$ cat src/assert_macros.svh
// Assertion helpers shared by the RTL; all are clocked on i_clk and
// switched off while i_rst_n is low.
`ifndef ASSERT_MACROS_SVH
`define ASSERT_MACROS_SVH

// Plain property check.
`define ASSERT_CLK(lbl, prop, msg) \
    lbl: assert property (@(posedge i_clk) disable iff (!i_rst_n) (prop)) else $error(msg);

// Same-cycle implication.
`define ASSERT_IMP(lbl, ante, cons, msg) \
    lbl: assert property (@(posedge i_clk) disable iff (!i_rst_n) (ante) |-> (cons)) \
        else $error(msg);

`endif

$ cat src/bnfa_pkg.sv
package bnfa_pkg;

    // Storage geometry
    localparam int NUM_WORDS  = 64;
    localparam int WORD_BITS  = 64;
    localparam int WORD_AW    = $clog2(NUM_WORDS);
    localparam int BIT_W      = $clog2(WORD_BITS);
    localparam int OFF_W      = WORD_AW + BIT_W;
    localparam int CNT_W      = $clog2(NUM_WORDS + 1);
    localparam int CAPACITY   = NUM_WORDS * WORD_BITS;

    // Two-level lowest-bit search: groups of eight bits
    localparam int GROUP_BITS = 8;
    localparam int GROUP_IW   = $clog2(GROUP_BITS);
    localparam int GROUPS     = WORD_BITS / GROUP_BITS;
    localparam int GRP_W      = BIT_W - GROUP_IW;

    // Field and port widths
    localparam int IDX_W      = 16;
    localparam int CFG_AW     = 3;
    localparam int CFG_DW     = 32;

    localparam logic [IDX_W-1:0] RESET_LOWEST  = 16'd0;
    localparam logic [IDX_W-1:0] RESET_HIGHEST = 16'd4095;
    localparam logic [IDX_W-1:0] LAST_CAP_OFF  = IDX_W'(CAPACITY - 1);

    // Register indexes (paddr[2])
    localparam logic REG_LOWEST  = 1'b0;
    localparam logic REG_HIGHEST = 1'b1;

    typedef logic [1:0] t_opcode;
    localparam t_opcode OP_GET   = 2'd0;
    localparam t_opcode OP_SET   = 2'd1;
    localparam t_opcode OP_CLEAR = 2'd2;
    localparam t_opcode OP_FIND  = 2'd3;

    typedef logic [1:0] t_status;
    localparam t_status ST_OK    = 2'd0;
    localparam t_status ST_RANGE = 2'd1;
    localparam t_status ST_FULL  = 2'd2;

    typedef enum logic [2:0] {
        S_IDLE,
        S_CHK,
        S_MOD,
        S_SCAN,
        S_ACC,
        S_RESP
    } t_state;

    // Position of the lowest set bit; zero when none is set
    function automatic logic [BIT_W-1:0] lowest_set(input logic [WORD_BITS-1:0] vec);
        logic [GRP_W-1:0]      grp;
        logic [GROUP_IW-1:0]   pos;
        logic [GROUP_BITS-1:0] sel;
        grp = '0;
        for (int k = GROUPS - 1; k >= 0; k--) begin
            if (|vec[k*GROUP_BITS +: GROUP_BITS]) grp = GRP_W'(k);
        end
        sel = vec[grp*GROUP_BITS +: GROUP_BITS];
        pos = '0;
        for (int k = GROUP_BITS - 1; k >= 0; k--) begin
            if (sel[k]) pos = GROUP_IW'(k);
        end
        return {grp, pos};
    endfunction

endpackage

$ cat src/bitmap_next_free_allocator_core.sv
// Bitmap next-fit allocator.
// Input channel (i_in_valid / o_in_ready) carries one item: an opcode (get,
// set, clear, find next clear index) and an index. Output channel
// (o_out_valid / i_out_ready) returns one result item per input item:
// bit_value, found_index and status (ok, out of range, full).
// The bounds lowest_index / highest_index sit on an APB-style port at byte
// addresses 0 and 4; pready is tied high, writes land in the access cycle.
// Timing: the block takes one item at a time, o_in_ready is high only when
// the sequencer is idle. Get, set and clear go through a range check, a word
// read from the bitmap RAM and the result register, in that order.
// Find first takes R subtract steps, R in 0..NUM_WORDS-1, that fold the
// cursor back below W, the number of words in use, after a bound change;
// then the scan evaluates one RAM word per cycle, up to W words.
// Reset clears the cursor, restores the bounds and marks every word as
// zero through per-word valid flags, so the block is ready at once.
// A result waits in the output register while i_out_ready is low; the next
// item is still taken and is held back only when its own result is ready.
`include "assert_macros.svh"

module bitmap_next_free_allocator_core (
    input  logic                           i_clk,
    input  logic                           i_rst_n,
    // item in
    input  logic                           i_in_valid,
    output logic                           o_in_ready,
    input  bnfa_pkg::t_opcode              i_opcode,
    input  logic [bnfa_pkg::IDX_W-1:0]     i_index,
    // item out
    output logic                           o_out_valid,
    input  logic                           i_out_ready,
    output logic                           o_bit_value,
    output logic [bnfa_pkg::IDX_W-1:0]     o_found_index,
    output bnfa_pkg::t_status              o_status,
    // configuration
    input  logic                           psel,
    input  logic                           penable,
    input  logic                           pwrite,
    input  logic [bnfa_pkg::CFG_AW-1:0]    paddr,
    input  logic [bnfa_pkg::CFG_DW-1:0]    pwdata,
    output logic [bnfa_pkg::CFG_DW-1:0]    prdata,
    output logic                           pready
);
    import bnfa_pkg::*;

    t_state                 r_state, n_state;
    logic [IDX_W-1:0]       r_lo, r_hi;
    t_opcode                r_op;
    logic [IDX_W-1:0]       r_index;
    logic [WORD_AW-1:0]     r_cursor;
    logic [WORD_AW-1:0]     r_addr;
    logic [WORD_AW-1:0]     r_pw;
    logic                   r_pend;
    logic [CNT_W-1:0]       r_words;
    logic [CNT_W-1:0]       r_left;
    logic [WORD_AW-1:0]     r_lastw;
    logic [WORD_BITS-1:0]   r_lmask;
    logic [WORD_AW-1:0]     r_wa;
    logic [BIT_W-1:0]       r_bitpos;
    logic [OFF_W-1:0]       r_off;
    logic                   r_bitv;
    t_status                r_status;
    logic                   r_ovalid;
    logic                   r_obit;
    logic [IDX_W-1:0]       r_ofound;
    t_status                r_ostatus;

    // bitmap RAM plus per-word valid flags
    logic [WORD_BITS-1:0]   r_mem [NUM_WORDS];
    logic [NUM_WORDS-1:0]   r_vbits;
    logic [WORD_BITS-1:0]   r_rdata;
    logic                   r_rvld;

    logic                   w_empty;
    logic [IDX_W-1:0]       w_span;
    logic [OFF_W-1:0]       w_last;
    logic [IDX_W-1:0]       w_off;
    logic                   w_out;
    logic [WORD_AW-1:0]     w_rd_addr;
    logic                   w_wr_en;
    logic [WORD_BITS-1:0]   w_wr_data;
    logic [WORD_BITS-1:0]   w_rword;
    logic [WORD_BITS-1:0]   w_free;
    logic                   w_hit;
    logic [BIT_W-1:0]       w_hitpos;
    logic [WORD_AW-1:0]     w_addr_inc;
    logic                   w_cfg_wr;
    logic                   w_out_free;

    // Configuration port
    assign pready   = 1'b1;
    assign w_cfg_wr = psel && penable && pwrite;
    assign prdata   = (paddr[2] == REG_HIGHEST) ? CFG_DW'(r_hi) : CFG_DW'(r_lo);

    always_ff @(posedge i_clk) begin
        if (!i_rst_n) begin
            r_lo <= RESET_LOWEST;
            r_hi <= RESET_HIGHEST;
        end else if (w_cfg_wr) begin
            case (paddr[2])
                REG_LOWEST:  r_lo <= pwdata[IDX_W-1:0];
                REG_HIGHEST: r_hi <= pwdata[IDX_W-1:0];
                default:     r_lo <= r_lo;
            endcase
        end
    end

    // Range: last in-range offset, clamped to capacity
    assign w_empty = r_lo > r_hi;
    assign w_span  = r_hi - r_lo;
    assign w_last  = (w_span > LAST_CAP_OFF) ? OFF_W'(CAPACITY - 1) : w_span[OFF_W-1:0];
    assign w_off   = r_index - r_lo;
    assign w_out   = w_empty || (r_index < r_lo) || (w_off > IDX_W'(w_last));

    // Word under evaluation; words never written read as zero
    assign w_rword    = r_rvld ? r_rdata : '0;
    assign w_free     = ~w_rword & ((r_pw == r_lastw) ? r_lmask : {WORD_BITS{1'b1}});
    assign w_hit      = |w_free;
    assign w_hitpos   = lowest_set(w_free);
    assign w_addr_inc = ((CNT_W'(r_addr) + 1'b1) == r_words) ? '0 : r_addr + 1'b1;
    assign w_out_free = !r_ovalid || i_out_ready;

    // Next state
    always_comb begin
        n_state = r_state;
        case (r_state)
            S_IDLE: begin
                if (i_in_valid) n_state = S_CHK;
            end
            S_CHK: begin
                if (r_op == OP_FIND) n_state = w_empty ? S_RESP : S_MOD;
                else                 n_state = w_out ? S_RESP : S_ACC;
            end
            S_MOD: begin
                if (CNT_W'(r_addr) < r_words) n_state = S_SCAN;
            end
            S_SCAN: begin
                if (r_pend && (w_hit || (r_left == '0))) n_state = S_RESP;
            end
            S_ACC: begin
                n_state = S_RESP;
            end
            S_RESP: begin
                if (w_out_free) n_state = S_IDLE;
            end
            default: n_state = S_IDLE;
        endcase
    end

    // Control outputs
    always_comb begin
        o_in_ready = (r_state == S_IDLE);
        w_wr_en    = (r_state == S_ACC) && ((r_op == OP_SET) || (r_op == OP_CLEAR));
        w_rd_addr  = (r_state == S_CHK) ? w_off[OFF_W-1:BIT_W] : r_addr;
        w_wr_data  = (r_op == OP_SET) ? (w_rword | (WORD_BITS'(1) << r_bitpos))
                                      : (w_rword & ~(WORD_BITS'(1) << r_bitpos));
    end

    always_ff @(posedge i_clk) begin
        if (!i_rst_n) r_state <= S_IDLE;
        else          r_state <= n_state;
    end

    // Bitmap RAM: one write port, one registered read port
    always_ff @(posedge i_clk) begin
        if (w_wr_en) r_mem[r_wa] <= w_wr_data;
        r_rdata <= r_mem[w_rd_addr];
        r_rvld  <= r_vbits[w_rd_addr];
    end

    always_ff @(posedge i_clk) begin
        if (!i_rst_n)     r_vbits <= '0;
        else if (w_wr_en) r_vbits[r_wa] <= 1'b1;
    end

    // Cursor
    always_ff @(posedge i_clk) begin
        if (!i_rst_n)                          r_cursor <= '0;
        else if ((r_state == S_SCAN) && r_pend) r_cursor <= r_pw;
    end

    // Sequencer datapath
    always_ff @(posedge i_clk) begin
        if (!i_rst_n) begin
            r_pend <= 1'b0;
        end else begin
            case (r_state)
                S_IDLE: begin
                    r_op    <= i_opcode;
                    r_index <= i_index;
                end
                S_CHK: begin
                    r_bitv   <= 1'b0;
                    r_off    <= '0;
                    r_status <= ST_OK;
                    r_wa     <= w_off[OFF_W-1:BIT_W];
                    r_bitpos <= w_off[BIT_W-1:0];
                    r_addr   <= r_cursor;
                    r_words  <= CNT_W'(w_last[OFF_W-1:BIT_W]) + 1'b1;
                    r_lastw  <= w_last[OFF_W-1:BIT_W];
                    r_lmask  <= {WORD_BITS{1'b1}} >> (BIT_W'(WORD_BITS - 1) - w_last[BIT_W-1:0]);
                    if (r_op == OP_FIND) begin
                        if (w_empty) r_status <= ST_FULL;
                    end else if (w_out) begin
                        r_status <= ST_RANGE;
                    end
                end
                S_MOD: begin
                    // fold the cursor below the words in use, one subtract a cycle
                    r_pend <= 1'b0;
                    r_left <= r_words;
                    if (CNT_W'(r_addr) >= r_words) r_addr <= r_addr - r_words[WORD_AW-1:0];
                end
                S_SCAN: begin
                    // evaluate the word read last cycle, fetch the next one
                    if (r_pend) begin
                        if (w_hit)               r_off    <= {r_pw, w_hitpos};
                        else if (r_left == '0)   r_status <= ST_FULL;
                    end
                    r_pend <= (r_left != '0);
                    if (r_left != '0) begin
                        r_pw   <= r_addr;
                        r_addr <= w_addr_inc;
                        r_left <= r_left - 1'b1;
                    end
                end
                S_ACC: begin
                    if (r_op == OP_GET) r_bitv <= w_rword[r_bitpos];
                end
                default: begin
                    r_pend <= 1'b0;
                end
            endcase
        end
    end

    // Output register
    always_ff @(posedge i_clk) begin
        if (!i_rst_n) begin
            r_ovalid <= 1'b0;
        end else begin
            if (r_ovalid && i_out_ready) r_ovalid <= 1'b0;
            if ((r_state == S_RESP) && w_out_free) begin
                r_ovalid <= 1'b1;
            end
        end
    end

    always_ff @(posedge i_clk) begin
        if ((r_state == S_RESP) && w_out_free) begin
            r_obit    <= r_bitv;
            r_ostatus <= r_status;
            r_ofound  <= ((r_op == OP_FIND) && (r_status == ST_OK)) ?
                         (r_lo + IDX_W'(r_off)) : '0;
        end
    end

    assign o_out_valid   = r_ovalid;
    assign o_bit_value   = r_obit;
    assign o_found_index = r_ofound;
    assign o_status      = r_ostatus;

    // Checks
    `ASSERT_IMP(a_scan_addr, r_state == S_SCAN, CNT_W'(r_addr) < r_words, "scan address beyond words in use")
    `ASSERT_IMP(a_scan_word, (r_state == S_SCAN) && r_pend, CNT_W'(r_pw) < r_words, "evaluated word beyond words in use")
    `ASSERT_CLK(a_words, ((r_state == S_MOD) || (r_state == S_SCAN)) |-> (r_words != '0), "zero words in scan")
    `ASSERT_IMP(a_left, r_state == S_SCAN, r_left <= r_words, "scan count exceeds words in use")

endmodule

$ cat config.mk
export PLATFORM = sky130hd
export DESIGN_NAME = bitmap_next_free_allocator_core
export DESIGN_NICKNAME = d
export VERILOG_FILES = /design/src/bnfa_pkg.sv /design/src/bitmap_next_free_allocator_core.sv
export VERILOG_INCLUDE_DIRS = /design/src /design/src/src
export SDC_FILE = /design/constraint.sdc
export NUM_CORES = 2
export LEC_CHECK = 0
export BUFFER_PORTS_ARGS = -buffer_cell sky130_fd_sc_hd__buf_2
export CAP_MARGIN = 20
export CORE_MARGIN = 5
export CORE_UTILIZATION = 40
export DETAILED_ROUTE_END_ITERATION = 8
export GPL_TIMING_DRIVEN = 1
export PLACE_DENSITY_LB_ADDON = 0.25
export SETUP_SLACK_MARGIN = 0.3
export SYNTH_ARGS = -nofsm -noshare
export SYNTH_HDL_FRONTEND = slang
export SYNTH_SLANG_ARGS = --single-unit
$ cat constraint.sdc
create_clock -name i_clk -period 5.2 [get_ports i_clk]
set_clock_uncertainty 0.1 [all_clocks]
set_input_delay 0.52 -clock i_clk [delete_from_list [all_inputs] [get_ports i_clk]]
set_output_delay 0.52 -clock i_clk [all_outputs]
set_load 0.03 [all_outputs]
==> impl_metrics.env <==
export IMPL_hp_class="in2reg"
export IMPL_cp_top_family="compound AO/OA/AOI/OAI gates"
export IMPL_p_leak_nw=77.0
export IMPL_dp_hpwl_um=313000
export IMPL_grt_use_total_pct=22.7
export IMPL_path_max_fanout=3
export IMPL_r2r_end="r_status[0]"
export IMPL_synthTopCellsByCount="edfxtp_1, mux2i_1, clkbuf_1"
export IMPL_cts_tree="yes"
export IMPL_rows=249
export IMPL_critPathMostFrequentCell="a21oi_2"
export IMPL_cts_root_buf="clkbuf_16"
export IMPL_yosys_warnings=0
export IMPL_max_slew_margin_pct=18.5
export IMPL_wl_um=557000
export IMPL_r2r_slack_ns=0.24
export IMPL_drt_initial_drc_count=10100
export IMPL_overflow=0
export IMPL_synthArstFlopShare_pct=0
export IMPL_netlist_area_um2=184000
export IMPL_worstMarginPinSlew_ns=1.22
export IMPL_io_buffers=78
export IMPL_die_area_um2=474000
export IMPL_grt_pass1_wl_um=767000
export IMPL_seq_area_frac_synth_pct=71.3
export IMPL_grt_start_max_net_pins=65
export IMPL_synth_top_area_share_pct=69.5
export IMPL_fillers=38700
export IMPL_cts_sinks=4427
export IMPL_end_kind="register"
export IMPL_antenna_found_initial=24
export IMPL_drv_slew=0
export IMPL_routedWlPerCell_um=31.0
export IMPL_core_area_um2=459000
export IMPL_status="complete, no violations"
export IMPL_whs_ns=0.106
export IMPL_cp_buffers_inverters=3
export IMPL_syn_inst=10600
export IMPL_initial_utilization_pct=40.1
export IMPL_setup_violations=0
export IMPL_io_pins=114
export IMPL_fin_nets=11600
export IMPL_yosys_register_bits=4427
export IMPL_holdPathEnd="r_index[10]"
export IMPL_powerDensity_nw_per_um2=476
export IMPL_cpPeakStageDelay_ns=0.42
export IMPL_post_synth_top_area_cell="edfxtp_1"
export IMPL_fmax_mhz=201
export IMPL_vias=101000
export IMPL_vdd_ir_drop_worst_mv=0.396
export IMPL_finalHoldViolations=0
export IMPL_maxCapViolations=0
export IMPL_die_height_um=688
export IMPL_clk_latency_ns=1.04
export IMPL_path_clk_slew_ns=0.06
export IMPL_placed_area_um2=199000
export IMPL_cts_buffer_depth=4
export IMPL_period_needed_ns=4.96
export IMPL_viasPerCell=5.59
export IMPL_worstHoldPathCells=2
export IMPL_yosysMostFrequentCell="edfxtp_1"
export IMPL_cts_htree_levels=5
export IMPL_cts_buffers=454
export IMPL_crit_slowest_cell="or3_4"
export IMPL_holdCritStartpoint="i_index[10]"
export IMPL_path_class="reg2reg"
export IMPL_drive_above_1_share_pct=15.0
export IMPL_area_growth_syn_to_layout_pct=17.5
export IMPL_die_x_um=688
export IMPL_avgSynthCellArea_um2=17.3
export IMPL_grt_pass1_vias=99400
export IMPL_post_route_period_util_pct=95.5
export IMPL_yosys_top_cells_area="edfxtp_1, mux2i_1, dfxtp_1"
export IMPL_ys_types=91
export IMPL_rsz0062_at_grt="yes"
export IMPL_design_area_um2=216000
export IMPL_reg2regPathDepth=26
export IMPL_critPathRequiredTime_ns=5.88
export IMPL_place_congestion=0.924
export IMPL_r2r_start="r_hi[0]"
export IMPL_synth_edff_count=4255
export IMPL_start_kind="register"
export IMPL_first_pass_iters=6
export IMPL_synth_flop_cell="edfxtp_1"
export IMPL_ant_nets=0
export IMPL_critPathArrivalTime_ns=5.65
export IMPL_drc_errors=0
worst max path at each step:
stage | start | endpoint | slack, ns | cells after the start
5_1_grt | r_hi[0] | r_state[0] | 0.02 | 27
4_1_cts | r_hi[0] | r_status[0] | 0.27 | 28
2_1_floorplan | r_bitpos[0] | r_mem[0][63] | -0.13 | 5
3_3_place_gp | r_hi[0] | r_status[0] | -0.69 | 28
6_report | r_hi[0] | r_status[0] | 0.24 | 26
3_5_place_dp | r_hi[0] | r_status[0] | -0.34 | 28
per-stage QoR:
step / std cells / total power (W) / setup WS, ns / TNS [ns] / util (%)
global placement: 17000 / 0.0693 / -0.686 / -1.35 / 43.4
floorplan: 10700 / 0.0600 / -0.134 / -17.12 / -
CTS: 17900 / 0.103 / 0.266 / 0 / 46.8
finish: 18000 / 0.103 / 0.236 / 0 / 47.1
detailed placement: 17000 / 0.0696 / -0.337 / -0.545 / 43.4
global route: 18000 / 0.106 / 0.0188 / 0 / 47.1
cell usage in the layout, fill, tap and decap left out, types with 14 or more instances in the layout:
| cell type | count |
|---|---|
| edfxtp_1 | 4255 |
| mux2i_1 | 4094 |
| buf_4 | 530 |
| clkbuf_16 | 473 |
| nand2_1 | 263 |
| buf_12 | 202 |
| dfxtp_1 | 168 |
| nor2_1 | 106 |
| clkbuf_1 | 103 |
| o21ai_0 | 97 |
| nand3_1 | 91 |
| inv_1 | 82 |
| clkinv_1 | 82 |
| clkinv_2 | 81 |
| o21a_1 | 78 |
| buf_2 | 77 |
| a21oi_1 | 76 |
| nor2_4 | 65 |
| ha_1 | 63 |
| nor3_1 | 55 |
| bufinv_16 | 55 |
| o21ai_4 | 52 |
| dlygate4sd3_1 | 52 |
| a21boi_0 | 33 |
| xnor2_1 | 32 |
| and2_1 | 26 |
| buf_16 | 23 |
| xor2_1 | 20 |
| a211oi_1 | 19 |
| nand2b_1 | 18 |
| nor2b_1 | 18 |
| o211ai_1 | 17 |
| conb_1 | 17 |
| clkinvlp_4 | 17 |
| buf_6 | 17 |
| nand4_1 | 16 |
| o31ai_1 | 16 |
| mux4_2 | 14 |
flip-flops by register name, indices dropped and copies added, names as in the netlist, 16 cells and up:
register       cells
r_lmask           63
r_index           16
r_hi              16
r_mem           4096
r_rdata           64
o_found_index     16
r_vbits           64
r_lo              16
area by class of cell:
type	count	area [um2]	share of cell area, %
antenna	7	17.5	0.00810
sequential	4427	131000	60.7
timing repair buffer	919	10200	4.70
inverter	88	340	0.157
clock buffer	573	12000	5.56
multi-input combinational	5564	51700	23.9
clock inverter	269	3070	1.42
tap	6149	7690	3.56
power by group:
group / internal [W] / switching (W) / total [W]
Combinational: 0.0135 / 0.0165 / 0.0300
Clock: 0.0191 / 0.0139 / 0.0330
Sequential: 0.0393 / 0.000745 / 0.0400
Total: 0.0718 / 0.0311 / 0.103
worst reg2reg max path, delay by kind of cell (launching register included):
kind / cells / cell delay (ns)
AO/OA/AOI/OAI: 14 / 2.25
adder cells (fa/ha/maj): 3 / 0.75
buffers and inverters: 3 / 0.31
flip-flops: 1 / 0.34
AND/OR/NAND/NOR: 6 / 1.03
kinds of logic after synthesis:
logic type	share of synthesized area [%]
buf+inv	1.48
mux	22.6
xor+xnor	0.271
compound gates	1.92
flops	71.3
simple gates	1.89
other cells	0.00408
fa+ha+maj	0.499
repair_timing:
action                                 in CTS  in global routing
buffers inserted                           17                 20
cloned                                      1                 15
setup endpoints to repair                  37                 66
gates resized for setup                    32                 86
endpoints found under the hold margin     102                  0
hold buffers                               52                  0
pin swaps                                  10                 22
metal layers:
metal / global-route usage (%) / wire (um) / share of wire [%] / vias up
met1: 31.7 / 238000 / 43 / 52700
li1: - / - / - / 43200
met2: 36.6 / 260000 / 47 / 3770
met4: 7.24 / 20000 / 3.6 / 2
met3: 3.48 / 39600 / 7.1 / 878
met5: 0 / 10 / 0.0018 / -
Note: power is estimated with default switching activity, not from simulation.
